===== src/hdl/assert_macros.svh =====
// assertion macros shared by the ubx frame receiver modules
// no dependencies; define ASSERT_OFF to compile the checks out
`ifndef ASSERT_MACROS_SVH
`define ASSERT_MACROS_SVH
`ifndef ASSERT_OFF
// condition holds in the same cycle as the trigger
`define ASSERT_SAME(label, clk, rst_n, trig, cond) \
    label: assert property (@(posedge clk) disable iff (!rst_n) (trig) |-> (cond)) \
        else $error("assertion failed");
// condition holds in the cycle after the trigger
`define ASSERT_NEXT(label, clk, rst_n, trig, cond) \
    label: assert property (@(posedge clk) disable iff (!rst_n) (trig) |=> (cond)) \
        else $error("assertion failed");
`else
`define ASSERT_SAME(label, clk, rst_n, trig, cond)
`define ASSERT_NEXT(label, clk, rst_n, trig, cond)
`endif
`endif


===== src/hdl/ubxfr_pkg.sv =====
// types, codes and helpers for the ubx frame receiver
// no dependencies
package ubxfr_pkg;

    localparam logic [7:0] SYNC_FIRST  = 8'hB5;
    localparam logic [7:0] SYNC_SECOND = 8'h62;

    localparam logic [15:0] MAX_LEN_RESET = 16'd248;

    // register indexes of the configuration port
    localparam logic [1:0] CFG_MAX_LEN  = 2'd0;
    localparam logic [1:0] CFG_CK_EN    = 2'd1;
    localparam logic [1:0] CFG_CLASS_EN = 2'd2;

    localparam logic KIND_PAYLOAD = 1'b0;
    localparam logic KIND_STATUS  = 1'b1;

    typedef enum logic [3:0] {
        PH_SYNC1,
        PH_SYNC2,
        PH_CLASS,
        PH_ID,
        PH_LEN_LO,
        PH_LEN_HI,
        PH_PAYLOAD,
        PH_CK_A,
        PH_CK_B
    } t_phase;

    typedef enum logic [2:0] {
        ST_OK       = 3'd0,
        ST_SYNC     = 3'd1,
        ST_CLASS    = 3'd2,
        ST_CHECKSUM = 3'd3,
        ST_LENGTH   = 3'd4
    } t_status;

    typedef struct packed {
        logic [15:0] max_len;
        logic        ck_en;
        logic        class_en;
    } t_cfg;

    typedef struct packed {
        logic        kind;
        logic [7:0]  data_byte;
        logic [15:0] payload_index;
        logic [7:0]  msg_class;
        logic [7:0]  msg_id;
        logic [15:0] payload_length;
        t_status     frame_status;
    } t_result;

    function automatic logic known_class(input logic [7:0] c);
        logic hit;
        case (c) inside
            8'h01, 8'h02, 8'h04, 8'h05, 8'h06, 8'h09, 8'h0A,
            8'h0B, 8'h0D, 8'h10, 8'h13, 8'h21, 8'h27, 8'h28: hit = 1'b1;
            default: hit = 1'b0;
        endcase
        return hit;
    endfunction

endpackage


===== src/hdl/ubxfr_cfg_regs.sv =====
// configuration registers of the ubx frame receiver
// depends on ubxfr_pkg
module ubxfr_cfg_regs (
    input  logic               i_clk,
    input  logic               i_rst_n,
    input  logic               i_valid,
    input  logic [1:0]         i_index,
    input  logic [15:0]        i_data,
    output logic               o_ready,
    output ubxfr_pkg::t_cfg    o_cfg
);

    ubxfr_pkg::t_cfg r_cfg;
    ubxfr_pkg::t_cfg n_cfg;

    assign o_ready = 1'b1;
    assign o_cfg   = r_cfg;

    always_comb begin
        n_cfg = r_cfg;
        if (i_valid) begin
            unique case (i_index)
                ubxfr_pkg::CFG_MAX_LEN:  n_cfg.max_len  = i_data;
                ubxfr_pkg::CFG_CK_EN:    n_cfg.ck_en    = i_data[0];
                ubxfr_pkg::CFG_CLASS_EN: n_cfg.class_en = i_data[0];
                default: ;
            endcase
        end
    end

    always_ff @(posedge i_clk) begin
        if (!i_rst_n) begin
            r_cfg.max_len  <= ubxfr_pkg::MAX_LEN_RESET;
            r_cfg.ck_en    <= 1'b1;
            r_cfg.class_en <= 1'b1;
        end else begin
            r_cfg <= n_cfg;
        end
    end

endmodule


===== src/hdl/ubxfr_decoder.sv =====
// byte register and frame state machine: sync hunt, header, payload, fletcher-8 check
// depends on ubxfr_pkg and assert_macros.svh
`include "assert_macros.svh"
module ubxfr_decoder (
    input  logic                i_clk,
    input  logic                i_rst_n,
    input  logic                i_valid,
    input  logic [7:0]          i_byte,
    input  ubxfr_pkg::t_cfg     i_cfg,
    output logic                o_busy,
    output logic                o_res_valid,
    output ubxfr_pkg::t_result  o_res
);

    logic              r_in_valid;
    logic [7:0]        r_in_byte;
    ubxfr_pkg::t_phase r_phase, n_phase;
    logic [7:0]        r_class, n_class;
    logic [7:0]        r_id, n_id;
    logic [15:0]       r_len, n_len;
    logic [15:0]       r_count, n_count;
    logic [7:0]        r_sum_a, n_sum_a;
    logic [7:0]        r_sum_b, n_sum_b;
    logic [7:0]        r_rx_sum_a, n_rx_sum_a;

    logic [7:0]        add_a;
    logic [7:0]        add_b;
    logic [15:0]       full_len;
    logic              last_byte;

    assign o_busy   = r_in_valid;
    assign add_a    = r_sum_a + r_in_byte;
    assign add_b    = r_sum_b + add_a;
    assign full_len = {r_in_byte, r_len[7:0]};
    assign last_byte = ({1'b0, r_count} + 17'd1) >= {1'b0, r_len};

    always_comb begin
        n_phase     = r_phase;
        n_class     = r_class;
        n_id        = r_id;
        n_len       = r_len;
        n_count     = r_count;
        n_sum_a     = r_sum_a;
        n_sum_b     = r_sum_b;
        n_rx_sum_a  = r_rx_sum_a;
        o_res_valid = 1'b0;
        o_res       = '0;
        if (r_in_valid) begin
            unique case (r_phase)
                ubxfr_pkg::PH_SYNC1: begin
                    n_phase = (r_in_byte == ubxfr_pkg::SYNC_FIRST) ?
                              ubxfr_pkg::PH_SYNC2 : ubxfr_pkg::PH_SYNC1;
                end
                ubxfr_pkg::PH_SYNC2: begin
                    if (r_in_byte == ubxfr_pkg::SYNC_SECOND) begin
                        n_phase = ubxfr_pkg::PH_CLASS;
                    end else begin
                        // a repeated first sync byte starts a new hunt at once
                        n_phase = (r_in_byte == ubxfr_pkg::SYNC_FIRST) ?
                                  ubxfr_pkg::PH_SYNC2 : ubxfr_pkg::PH_SYNC1;
                        o_res_valid        = 1'b1;
                        o_res.kind         = ubxfr_pkg::KIND_STATUS;
                        o_res.frame_status = ubxfr_pkg::ST_SYNC;
                    end
                end
                ubxfr_pkg::PH_CLASS: begin
                    n_class = r_in_byte;
                    n_id    = '0;
                    n_len   = '0;
                    n_count = '0;
                    n_sum_a = r_in_byte;
                    n_sum_b = r_in_byte;
                    if (i_cfg.class_en && !ubxfr_pkg::known_class(r_in_byte)) begin
                        n_phase            = ubxfr_pkg::PH_SYNC1;
                        o_res_valid        = 1'b1;
                        o_res.kind         = ubxfr_pkg::KIND_STATUS;
                        o_res.msg_class    = r_in_byte;
                        o_res.frame_status = ubxfr_pkg::ST_CLASS;
                    end else begin
                        n_phase = ubxfr_pkg::PH_ID;
                    end
                end
                ubxfr_pkg::PH_ID: begin
                    n_id    = r_in_byte;
                    n_sum_a = add_a;
                    n_sum_b = add_b;
                    n_phase = ubxfr_pkg::PH_LEN_LO;
                end
                ubxfr_pkg::PH_LEN_LO: begin
                    n_len   = {8'h00, r_in_byte};
                    n_sum_a = add_a;
                    n_sum_b = add_b;
                    n_phase = ubxfr_pkg::PH_LEN_HI;
                end
                ubxfr_pkg::PH_LEN_HI: begin
                    n_len   = full_len;
                    n_sum_a = add_a;
                    n_sum_b = add_b;
                    if (full_len > i_cfg.max_len) begin
                        n_phase              = ubxfr_pkg::PH_SYNC1;
                        o_res_valid          = 1'b1;
                        o_res.kind           = ubxfr_pkg::KIND_STATUS;
                        o_res.msg_class      = r_class;
                        o_res.msg_id         = r_id;
                        o_res.payload_length = full_len;
                        o_res.frame_status   = ubxfr_pkg::ST_LENGTH;
                    end else if (full_len == '0) begin
                        n_phase = ubxfr_pkg::PH_CK_A;
                    end else begin
                        n_phase = ubxfr_pkg::PH_PAYLOAD;
                    end
                end
                ubxfr_pkg::PH_PAYLOAD: begin
                    n_sum_a              = add_a;
                    n_sum_b              = add_b;
                    n_count              = r_count + 16'd1;
                    o_res_valid          = 1'b1;
                    o_res.kind           = ubxfr_pkg::KIND_PAYLOAD;
                    o_res.data_byte      = r_in_byte;
                    o_res.payload_index  = r_count;
                    o_res.msg_class      = r_class;
                    o_res.msg_id         = r_id;
                    o_res.payload_length = r_len;
                    o_res.frame_status   = ubxfr_pkg::ST_OK;
                    if (last_byte) begin
                        n_phase = ubxfr_pkg::PH_CK_A;
                    end
                end
                ubxfr_pkg::PH_CK_A: begin
                    n_rx_sum_a = r_in_byte;
                    n_phase    = ubxfr_pkg::PH_CK_B;
                end
                ubxfr_pkg::PH_CK_B: begin
                    n_phase              = ubxfr_pkg::PH_SYNC1;
                    o_res_valid          = 1'b1;
                    o_res.kind           = ubxfr_pkg::KIND_STATUS;
                    o_res.msg_class      = r_class;
                    o_res.msg_id         = r_id;
                    o_res.payload_length = r_len;
                    o_res.frame_status   = ubxfr_pkg::ST_OK;
                    if (i_cfg.ck_en && (r_rx_sum_a != r_sum_a || r_in_byte != r_sum_b)) begin
                        o_res.frame_status = ubxfr_pkg::ST_CHECKSUM;
                    end
                end
                default: begin
                    n_phase = (r_in_byte == ubxfr_pkg::SYNC_FIRST) ?
                              ubxfr_pkg::PH_SYNC2 : ubxfr_pkg::PH_SYNC1;
                end
            endcase
        end
    end

    always_ff @(posedge i_clk) begin
        if (!i_rst_n) begin
            r_in_valid <= 1'b0;
            r_phase    <= ubxfr_pkg::PH_SYNC1;
        end else begin
            r_in_valid <= i_valid;
            r_phase    <= n_phase;
        end
    end

    always_ff @(posedge i_clk) begin
        if (i_valid) begin
            r_in_byte <= i_byte;
        end
        r_class    <= n_class;
        r_id       <= n_id;
        r_len      <= n_len;
        r_count    <= n_count;
        r_sum_a    <= n_sum_a;
        r_sum_b    <= n_sum_b;
        r_rx_sum_a <= n_rx_sum_a;
    end

    `ASSERT_SAME(a_payload_out, i_clk, i_rst_n, r_in_valid && r_phase == ubxfr_pkg::PH_PAYLOAD, o_res_valid && o_res.kind == ubxfr_pkg::KIND_PAYLOAD)
    `ASSERT_NEXT(a_ckb_ends, i_clk, i_rst_n, r_in_valid && r_phase == ubxfr_pkg::PH_CK_B, r_phase == ubxfr_pkg::PH_SYNC1)
    `ASSERT_SAME(a_idle_quiet, i_clk, i_rst_n, !r_in_valid, !o_res_valid)

endmodule


===== src/hdl/ubxfr_out_queue.sv =====
// three-entry result queue between the frame state machine and the output port
// depends on ubxfr_pkg and assert_macros.svh
`include "assert_macros.svh"
module ubxfr_out_queue (
    input  logic                i_clk,
    input  logic                i_rst_n,
    input  logic                i_push,
    input  ubxfr_pkg::t_result  i_data,
    input  logic                i_stall,
    output logic                o_valid,
    output ubxfr_pkg::t_result  o_data,
    output logic [1:0]          o_level
);

    ubxfr_pkg::t_result r_mem [3];
    logic [1:0] r_head, n_head;
    logic [1:0] r_tail, n_tail;
    logic [1:0] r_count, n_count;
    logic       pop;

    assign o_valid = (r_count != 2'd0);
    assign o_data  = r_mem[r_head];
    assign o_level = r_count;
    assign pop     = o_valid && !i_stall;

    always_comb begin
        n_head  = pop ? ((r_head == 2'd2) ? 2'd0 : r_head + 2'd1) : r_head;
        n_tail  = i_push ? ((r_tail == 2'd2) ? 2'd0 : r_tail + 2'd1) : r_tail;
        n_count = r_count + {1'b0, i_push} - {1'b0, pop};
    end

    always_ff @(posedge i_clk) begin
        if (!i_rst_n) begin
            r_head  <= '0;
            r_tail  <= '0;
            r_count <= '0;
        end else begin
            r_head  <= n_head;
            r_tail  <= n_tail;
            r_count <= n_count;
        end
    end

    always_ff @(posedge i_clk) begin
        if (i_push) begin
            r_mem[r_tail] <= i_data;
        end
    end

    // the input stall keeps one free slot for the byte in flight
    `ASSERT_SAME(a_no_overflow, i_clk, i_rst_n, i_push, r_count != 2'd3 || pop)
    `ASSERT_NEXT(a_count_follows, i_clk, i_rst_n, i_push && !pop, r_count == $past(r_count) + 2'd1)

endmodule


===== src/hdl/ubx_frame_receiver.sv =====
// top level of the ubx frame receiver
// depends on ubxfr_pkg, ubxfr_cfg_regs, ubxfr_decoder, ubxfr_out_queue
// Takes one received byte per clock cycle while not stalled and finds ubx frames
// (sync 0xB5 0x62, class, id, 16-bit little-endian length, payload, fletcher-8
// checksum A then B). Each payload byte comes out as a payload result with its index;
// each frame, and each sync, class or length failure, ends in one status result with
// last set. A byte is registered on acceptance and its result lands in a three-entry
// output queue the next cycle, from whose head it is visible. The input stalls only
// when the output queue has been held off long enough to fill it; with the output taken
// freely the rate is one byte every cycle. Configuration writes are always ready and
// take effect in the next cycle.
module ubx_frame_receiver (
    input  logic         i_clk,
    input  logic         i_rst_n,
    input  logic         i_in_valid,
    output logic         o_in_stall,
    input  logic [7:0]   i_rx_byte,
    output logic         o_out_valid,
    input  logic         i_out_stall,
    output logic         o_result_kind,
    output logic [7:0]   o_data_byte,
    output logic [15:0]  o_payload_index,
    output logic [7:0]   o_msg_class,
    output logic [7:0]   o_msg_id,
    output logic [15:0]  o_payload_length,
    output logic [2:0]   o_frame_status,
    output logic         o_last,
    input  logic         i_cfg_valid,
    output logic         o_cfg_ready,
    input  logic [1:0]   i_cfg_index,
    input  logic [15:0]  i_cfg_data
);

    ubxfr_pkg::t_cfg    cfg;
    ubxfr_pkg::t_result res;
    ubxfr_pkg::t_result head;
    logic               res_valid;
    logic               busy;
    logic [1:0]         level;
    logic               accept;

    // queue plus the byte in flight must leave room for one more request
    assign o_in_stall = ({1'b0, level} + {2'b00, busy}) >= 3'd3;
    assign accept     = i_in_valid && !o_in_stall;

    ubxfr_cfg_regs u_cfg (
        .i_clk   (i_clk),
        .i_rst_n (i_rst_n),
        .i_valid (i_cfg_valid),
        .i_index (i_cfg_index),
        .i_data  (i_cfg_data),
        .o_ready (o_cfg_ready),
        .o_cfg   (cfg)
    );

    ubxfr_decoder u_dec (
        .i_clk       (i_clk),
        .i_rst_n     (i_rst_n),
        .i_valid     (accept),
        .i_byte      (i_rx_byte),
        .i_cfg       (cfg),
        .o_busy      (busy),
        .o_res_valid (res_valid),
        .o_res       (res)
    );

    ubxfr_out_queue u_queue (
        .i_clk   (i_clk),
        .i_rst_n (i_rst_n),
        .i_push  (res_valid),
        .i_data  (res),
        .i_stall (i_out_stall),
        .o_valid (o_out_valid),
        .o_data  (head),
        .o_level (level)
    );

    assign o_result_kind    = head.kind;
    assign o_data_byte      = head.data_byte;
    assign o_payload_index  = head.payload_index;
    assign o_msg_class      = head.msg_class;
    assign o_msg_id         = head.msg_id;
    assign o_payload_length = head.payload_length;
    assign o_frame_status   = head.frame_status;
    assign o_last           = head.kind;

endmodule

===== config.mk =====
export PLATFORM = sky130hd
export DESIGN_NAME = ubx_frame_receiver
export DESIGN_NICKNAME = d
export VERILOG_FILES = /design/src/hdl/ubxfr_pkg.sv /design/src/hdl/ubxfr_cfg_regs.sv /design/src/hdl/ubxfr_decoder.sv /design/src/hdl/ubxfr_out_queue.sv /design/src/hdl/ubx_frame_receiver.sv
export VERILOG_INCLUDE_DIRS = /design/src /design/src/hdl
export SDC_FILE = /design/constraint.sdc
export NUM_CORES = 1
export LEC_CHECK = 0
export ABC_AREA = 1
export BUFFER_PORTS_ARGS = -buffer_cell sky130_fd_sc_hd__buf_2
export CORE_MARGIN = 2
export CORE_UTILIZATION = 40
export CTS_CLUSTER_DIAMETER = 40
export CTS_CLUSTER_SIZE = 10
export DETAILED_ROUTE_END_ITERATION = 8
export PLACE_DENSITY = 0.53
export SETUP_SLACK_MARGIN = 0.02
export SLEW_MARGIN = 20
export SYNTH_ARGS = -nofsm -noshare
export SYNTH_HDL_FRONTEND = slang
export SYNTH_SLANG_ARGS = --single-unit

===== constraint.sdc =====
create_clock -name i_clk -period 7.2 [get_ports i_clk]
set_input_delay 1.44 -clock i_clk [delete_from_list [all_inputs] [get_ports i_clk]]
set_output_delay 1.44 -clock i_clk [all_outputs]
set_load 0.02 [all_outputs]

==> results of run 1 <==
## placed cells by master (no fill, tap or decap), types with 19 or more instances in the layout
cell       Yosys  layout
nand3_1       37      37
nand2_1      209     209
ha_1          52      52
nor2_1       157     156
inv_1        151     149
a21oi_1      170     170
clkbuf_16      0      44
nand4_1       19      19
o21ai_0       31      31
xor2_1        22      22
nor3_1        29      28
dfxtp_1       31      29
buf_2          7      93
edfxtp_1     260     260
## state kept, by name (all words and copies together) (netlist names), named ones only
| name | cells |
|---|---|
| u_dec.r_phase | 4 |
| u_dec.r_sum_b | 8 |
| u_dec.o_busy | 1 |
| u_dec.r_sum_a | 8 |
| u_dec.r_in_byte | 8 |
| u_queue.o_level | 2 |
| u_dec.r_len | 16 |
| u_dec.r_class | 8 |
| u_dec.r_rx_sum_a | 8 |
| u_cfg.o_cfg | 18 |
| u_queue.r_head | 2 |
| u_dec.r_id | 8 |
| u_dec.r_count | 16 |
| u_queue.r_tail | 2 |
| u_queue.r_mem | 180 |
## cell families after synthesis
kind of cell / Yosys count
and+or+nand+nor: 505
DFF: 291
AOI/OAI and AO/OA: 231
buffers and inverters: 217
adders and majority gates: 54
xor gates and xnor gates: 33
other: 1
## stage by stage
| stage | cells | setup WS [ps] | hold slack, ps | instance area [sq um] |
|---|---|---|---|---|
| 2_1_floorplan | 1332 | 2530 | 434 | 13800 |
| 5_1_grt | 1908 | 3100 | 505 | 16000 |
| 6_report | 1908 | 3300 | 470 | 16000 |
| 3_5_place_dp | 1834 | 3600 | 462 | 14700 |
| 4_1_cts | 1908 | 3250 | 469 | 16000 |
| 3_3_place_gp | 1834 | 3620 | 459 | 14700 |
## final cells by class
class / instances / area [sq um] / area share
sequential: 291 / 8430 / 0.526
multi-input combinational: 824 / 4490 / 0.280
clock buffer: 52 / 1140 / 0.0712
inverter: 167 / 628 / 0.0392
tap: 448 / 561 / 0.0350
timing repair buffer: 104 / 548 / 0.0342
clock inverter: 22 / 238 / 0.0148
## worst paths after layout
| check | start | end | cells after the start |
|---|---|---|---|
| worst max-delay path | flop | o_payload_index[2] | 5 |
| worst min-delay path | u_cfg.o_cfg[10] | u_cfg.o_cfg[10] | 2 |
| worst max register to register | u_dec.r_in_byte[1] | u_dec.r_sum_b[7] | 16 |
| worst min register to register | u_cfg.o_cfg[10] | u_cfg.o_cfg[10] | 2 |
## worst max-delay path, cell delays in order, from the launching register on
cell and delay (ps):
dfxtp_2 590, clkinv_1 490, buf_4 450, nor2_1 160, a21oi_1 50, buf_2 160
## metal layers
metal,up-vias,part of all wire,GRT usage
met1,4640,0.47,0.282
met5,-,0,0
met4,0,0.021,0.0528
li1,4746,-,-
met2,275,0.45,0.298
met3,52,0.058,0.0361
## power by group through the flow
stage / Clock (W) / Combinational (W) / Sequential, W
after floorplan: 0 / 0.000790 / 0.00195
after global placement: 0 / 0.00113 / 0.00198
after detailed placement: 0 / 0.00113 / 0.00198
after CTS: 0.00203 / 0.00113 / 0.00195
after global routing: 0.00211 / 0.00124 / 0.00195
final: 0.00199 / 0.00112 / 0.00195
==> metrics.cfg, run 1 <==
[status]
status=completed

[logic_synthesis]
yosys_warnings=0
syn-num-nets=1417
synth_compound_area_frac=0.0889
synthArstFlopShare=0
yosysUniqueCellTypes=51
syn_area_sq_um=13800
yosysTopAreaCell=edfxtp_1
synth_commonest_cells=edfxtp_1, nand2_1, a21oi_1
avgSynthCellArea_sq_um=10.3
synth.most_common_cell=edfxtp_1
synth_mux_area_frac=0
synth_top_family_by_area=simple AND/OR/NAND/NOR gates
synthCells=1332
synth_area_leaders=edfxtp_1, a21oi_1, nand2_1
synth_top_area_frac=0.567
synth-seq-area-share=0.612
synth_xor_area_frac=0.0210
yosys.area_share.adder=0.0502
synth-edff-count=260
synth-seq-cells=291
ys.flop_type=edfxtp_1
synth-simple-area-share=0.165

[cells_and_area]
num-nets-final=1517
syn_to_final_growth_pct=16.5
fillers=3178
postLayoutCoreUtil=0.476
n_antenna_cell=0
drive_gt1_frac=0.159

[routing]
via_per_inst=5.09
wire_per_inst_microns=18.0
dr.first_iter.drc_count=796
dr.pass1.iters=5
drc=0
dr_total_vias=9713
drtAntennaViolNets=0
drt_wl_total_mm=34.4

[sta]
fmax_mhz=256
finalHoldViolCount=0
worst_pin_slew_ps=980
rsz0062_at_grt=false
skew_ps=21.1
drv_slew=0
tns_ps=0
slew_headroom=0.343
finalSetupViolCount=0
period_minus_slack_ps=3900
min_period_over_period=0.542

[power_and_ir_drop]
power_density_nw_per_um2=316
total_power_w=0.00506
seq_power_share=0.385
clkPwrFrac=0.394
p_comb_frac=0.222
peakVddDrop_v=0.000197
power_switching_w=0.00158
swShare=0.313
internal_power_w=0.00348
p_leak_nw=6.47

[clock_network]
path_clk_slew_ps=50
clk_latency_ps=540
post-cts-setup-buffers=0
clock_path_buffers=3
cts_resized=0
cts_buffers=44
root_buffer=clkbuf_16
cts_tree=done
htreeDepth=2
cts.sinks=291
cts.hold.buffers_added=0

[setup_path]
worstPathArrival_ps=2460
end_kind=primary output
criticalPathCategory=flop to primary output
start_kind=flop
critPathRequiredTime_ps=5760
cp_max_fo=47
reg2reg_slack_ps=3650

[flow_run]
maxCapViolations=0

[die]
row_count=67
die_w_microns=190
die_area_sq_um=35900
io-pin-count=95
fp.coreArea_sq_um=33700
initial_utilization=0.408
die_h_microns=190

[place]
finalWeightedCongestion=0.858
io_buffer_count=93
dpl.hpwl_mm=23.4

[worst_hold_path]
hp-class=flop to flop

[grt]
antenna_found_initial=0
grt_overflow=0
grt_pass1_vias=9633
grt_pass1_wl_mm=54.4
grt_max_degree=61
grt_usage=0.194

Power figures use the tool's default switching activity.
==> run 2: changes to the inputs <==
Clock period 7.2 ns to 3.74 ns, I/O delays scaled along.
==> run 2 against run 1 <==
  * Utilization is 0.65 points higher
  * Total power increased by 95%
  * Die area unchanged
  * Global-route usage decreased by 0.26 points
  * Sequential cell count did not move
  * Clock power up 96%
  * Sequential share of layout area down 0.71 points
  * Sequential power is 90% higher
  * Critical path depth grew 14
  * Non-clock buffer count increased by 14
  * Critical path type is now flop to flop
==> metrics.cfg, run 2 (synthesized netlist as in run 1, its figures left out) <==
[routing]
drtAntennaViolNets=0  ; unchanged
wire_per_inst_microns=17.7  ; was 18.0 microns
via_per_inst=5.00  ; was 5.09
dr.pass1.iters=5  ; unchanged
dr_total_vias=9632  ; was 9713
drt_wl_total_mm=34.0  ; was 34.4 mm
drc=0  ; unchanged
dr.first_iter.drc_count=747  ; was 796

[grt]
grt_usage=0.191  ; was 0.194
antenna_found_initial=0  ; unchanged
grt_pass1_vias=9415  ; was 9633
grt_overflow=0  ; unchanged
grt_pass1_wl_mm=52.9  ; was 54.4 mm
grt_max_degree=61  ; unchanged

[power_and_ir_drop]
p_leak_nw=6.59  ; was 6.47 nW
peakVddDrop_v=0.000312  ; was 0.000197 V
power_density_nw_per_um2=606  ; was 316 nW/um^2

[sta]
min_period_over_period=0.827
period_minus_slack_ps=3090
fmax_mhz=323
skew_ps=26.0  ; was 21.1 ps
rsz0062_at_grt=false  ; unchanged
slew_headroom=0.362  ; was 0.343
tns_ps=0  ; unchanged
finalHoldViolCount=0  ; unchanged
finalSetupViolCount=0  ; unchanged
drv_slew=0  ; unchanged
worst_pin_slew_ps=953  ; was 980 ps

[setup_path]
reg2reg_slack_ps=650  ; was 3650 ps
criticalPathCategory=flop to flop  ; was flop to primary output
max_stage_delay_ps=400  ; was 590 ps
cp_max_fo=4  ; was 47
end_kind=flop  ; was primary output
path_cells=ha_1 > nand2_1 > inv_2 > nand2_2 > nor3_2 > nand3_1 > nor2_1 > nand4_1 > nor2_1 > xor2_1 > inv_1 > ha_1 > nand4_1 > nor4_1 > nand2_1 > nand4_2 > nand2_2 > o21ai_0 > inv_1  ; was clkinv_1 > buf_4 > nor2_1 > a21oi_1 > buf_2
worstPathArrival_ps=3530  ; was 2460 ps
crit_buf_inv=3  ; unchanged
reg2reg_from=u_dec.r_count[0]  ; was u_dec.r_in_byte[1]
rr_worst_depth=19  ; was 16
critPathRequiredTime_ps=4170  ; was 5760 ps
r2r-end=u_dec.r_phase[2]  ; was u_dec.r_sum_b[7]
start_kind=flop  ; unchanged
cp-endpoint=u_dec.r_phase[2]  ; was o_payload_index[2]
crit_family=simple AND/OR/NAND/NOR gates  ; was buffers and inverters
path_depth=19  ; was 5
startpoint=u_dec.r_count[0]
slowest_stage=edfxtp_1  ; was dfxtp_2

[cells_and_area]
drive_gt1_frac=0.168  ; was 0.159
num-nets-final=1532  ; was 1517
fillers=3125  ; was 3178
final_common_cell=edfxtp_1  ; unchanged
layout_common_cells=edfxtp_1, nand2_1, a21oi_1  ; unchanged
largest_reg_flops=180  ; unchanged
largest_register=u_queue.r_mem  ; unchanged
seq_area_sq_um=8430  ; unchanged
syn_to_final_growth_pct=18.1  ; was 16.5%
n_antenna_cell=0  ; unchanged
postLayoutCoreUtil=0.482  ; was 0.476
multiInputGateArea_sq_um=4490  ; unchanged

[die]
die_area_sq_um=35900  ; unchanged
die_h_microns=190  ; unchanged
row_count=67  ; unchanged
initial_utilization=0.408  ; unchanged
die_w_microns=190  ; unchanged
fp.coreArea_sq_um=33700  ; unchanged
io-pin-count=95  ; unchanged

[place]
finalWeightedCongestion=0.870  ; was 0.858
dpl.hpwl_mm=22.5  ; was 23.4 mm
io_buffer_count=93  ; unchanged

[flow_run]
maxCapViolations=0  ; unchanged

[clock_network]
cts_resized=0  ; unchanged
post-cts-setup-buffers=0  ; unchanged
path_clk_slew_ps=50  ; about the same
cts.hold.buffers_added=0  ; unchanged
cts_buffers=45  ; was 44
cts_tree=done  ; unchanged
htreeDepth=2  ; unchanged
cts.sinks=291  ; unchanged
root_buffer=clkbuf_16  ; unchanged
clock_path_buffers=3  ; unchanged
clk_latency_ps=550  ; was 540 ps

[status]
status=completed  ; unchanged

[worst_hold_path]
hp-class=input pin to flop  ; was flop to flop

run 2: power breakdown:
| group | internal, W | switching, W |
|---|---|---|
| Clock | 0.00246 | 0.00144 |
| Combinational | 0.000691 | 0.00155 |
| Sequential | 0.00364 | 0.0000592 |
run 2: final cells by class:
class                      count  area share
clock inverter                23      0.0127
inverter                     167      0.0386
tap                          448      0.0345
clock buffer                  55      0.0754
timing repair buffer         118      0.0440
sequential                   291       0.519
multi-input combinational    824       0.276
run 2: layer usage:
| layer | global-route usage | part of all wire |
|---|---|---|
| met4 | 0.0522 | 0.018 |
| met3 | 0.0332 | 0.048 |
| met5 | 0 | 0 |
| met2 | 0.301 | 0.45 |
| met1 | 0.273 | 0.48 |
run 2: how the worst min path moves through the flow:
stage | endpoint | start | cells after the start | slack [ps]
6_report | u_dec.r_in_byte[2] | i_rx_byte[2] | 1 | 390
5_1_grt | u_dec.r_in_byte[2] | i_rx_byte[2] | 1 | 380
4_1_cts | u_dec.r_in_byte[2] | i_rx_byte[2] | 1 | 370
3_5_place_dp | u_cfg.o_cfg[17] | u_cfg.o_cfg[17] | 2 | 460
3_3_place_gp | u_cfg.o_cfg[17] | u_cfg.o_cfg[17] | 2 | 460
2_1_floorplan | u_cfg.o_cfg[0] | u_cfg.o_cfg[0] | 2 | 430
run 2: through the flow:
stage | hold slack [ps] | area (sq um) | power (W) | worst slack, ps | std cells
floorplan | 434 | 13800 | 0.00527 | 80.5 | 1332
global placement | 456 | 14800 | 0.00601 | 697 | 1848
detailed placement | 459 | 14800 | 0.00603 | 645 | 1848
CTS | 370 | 16300 | 0.00996 | 639 | 1926
global route | 376 | 16300 | 0.0103 | 310 | 1926
finish | 389 | 16300 | 0.00985 | 647 | 1926
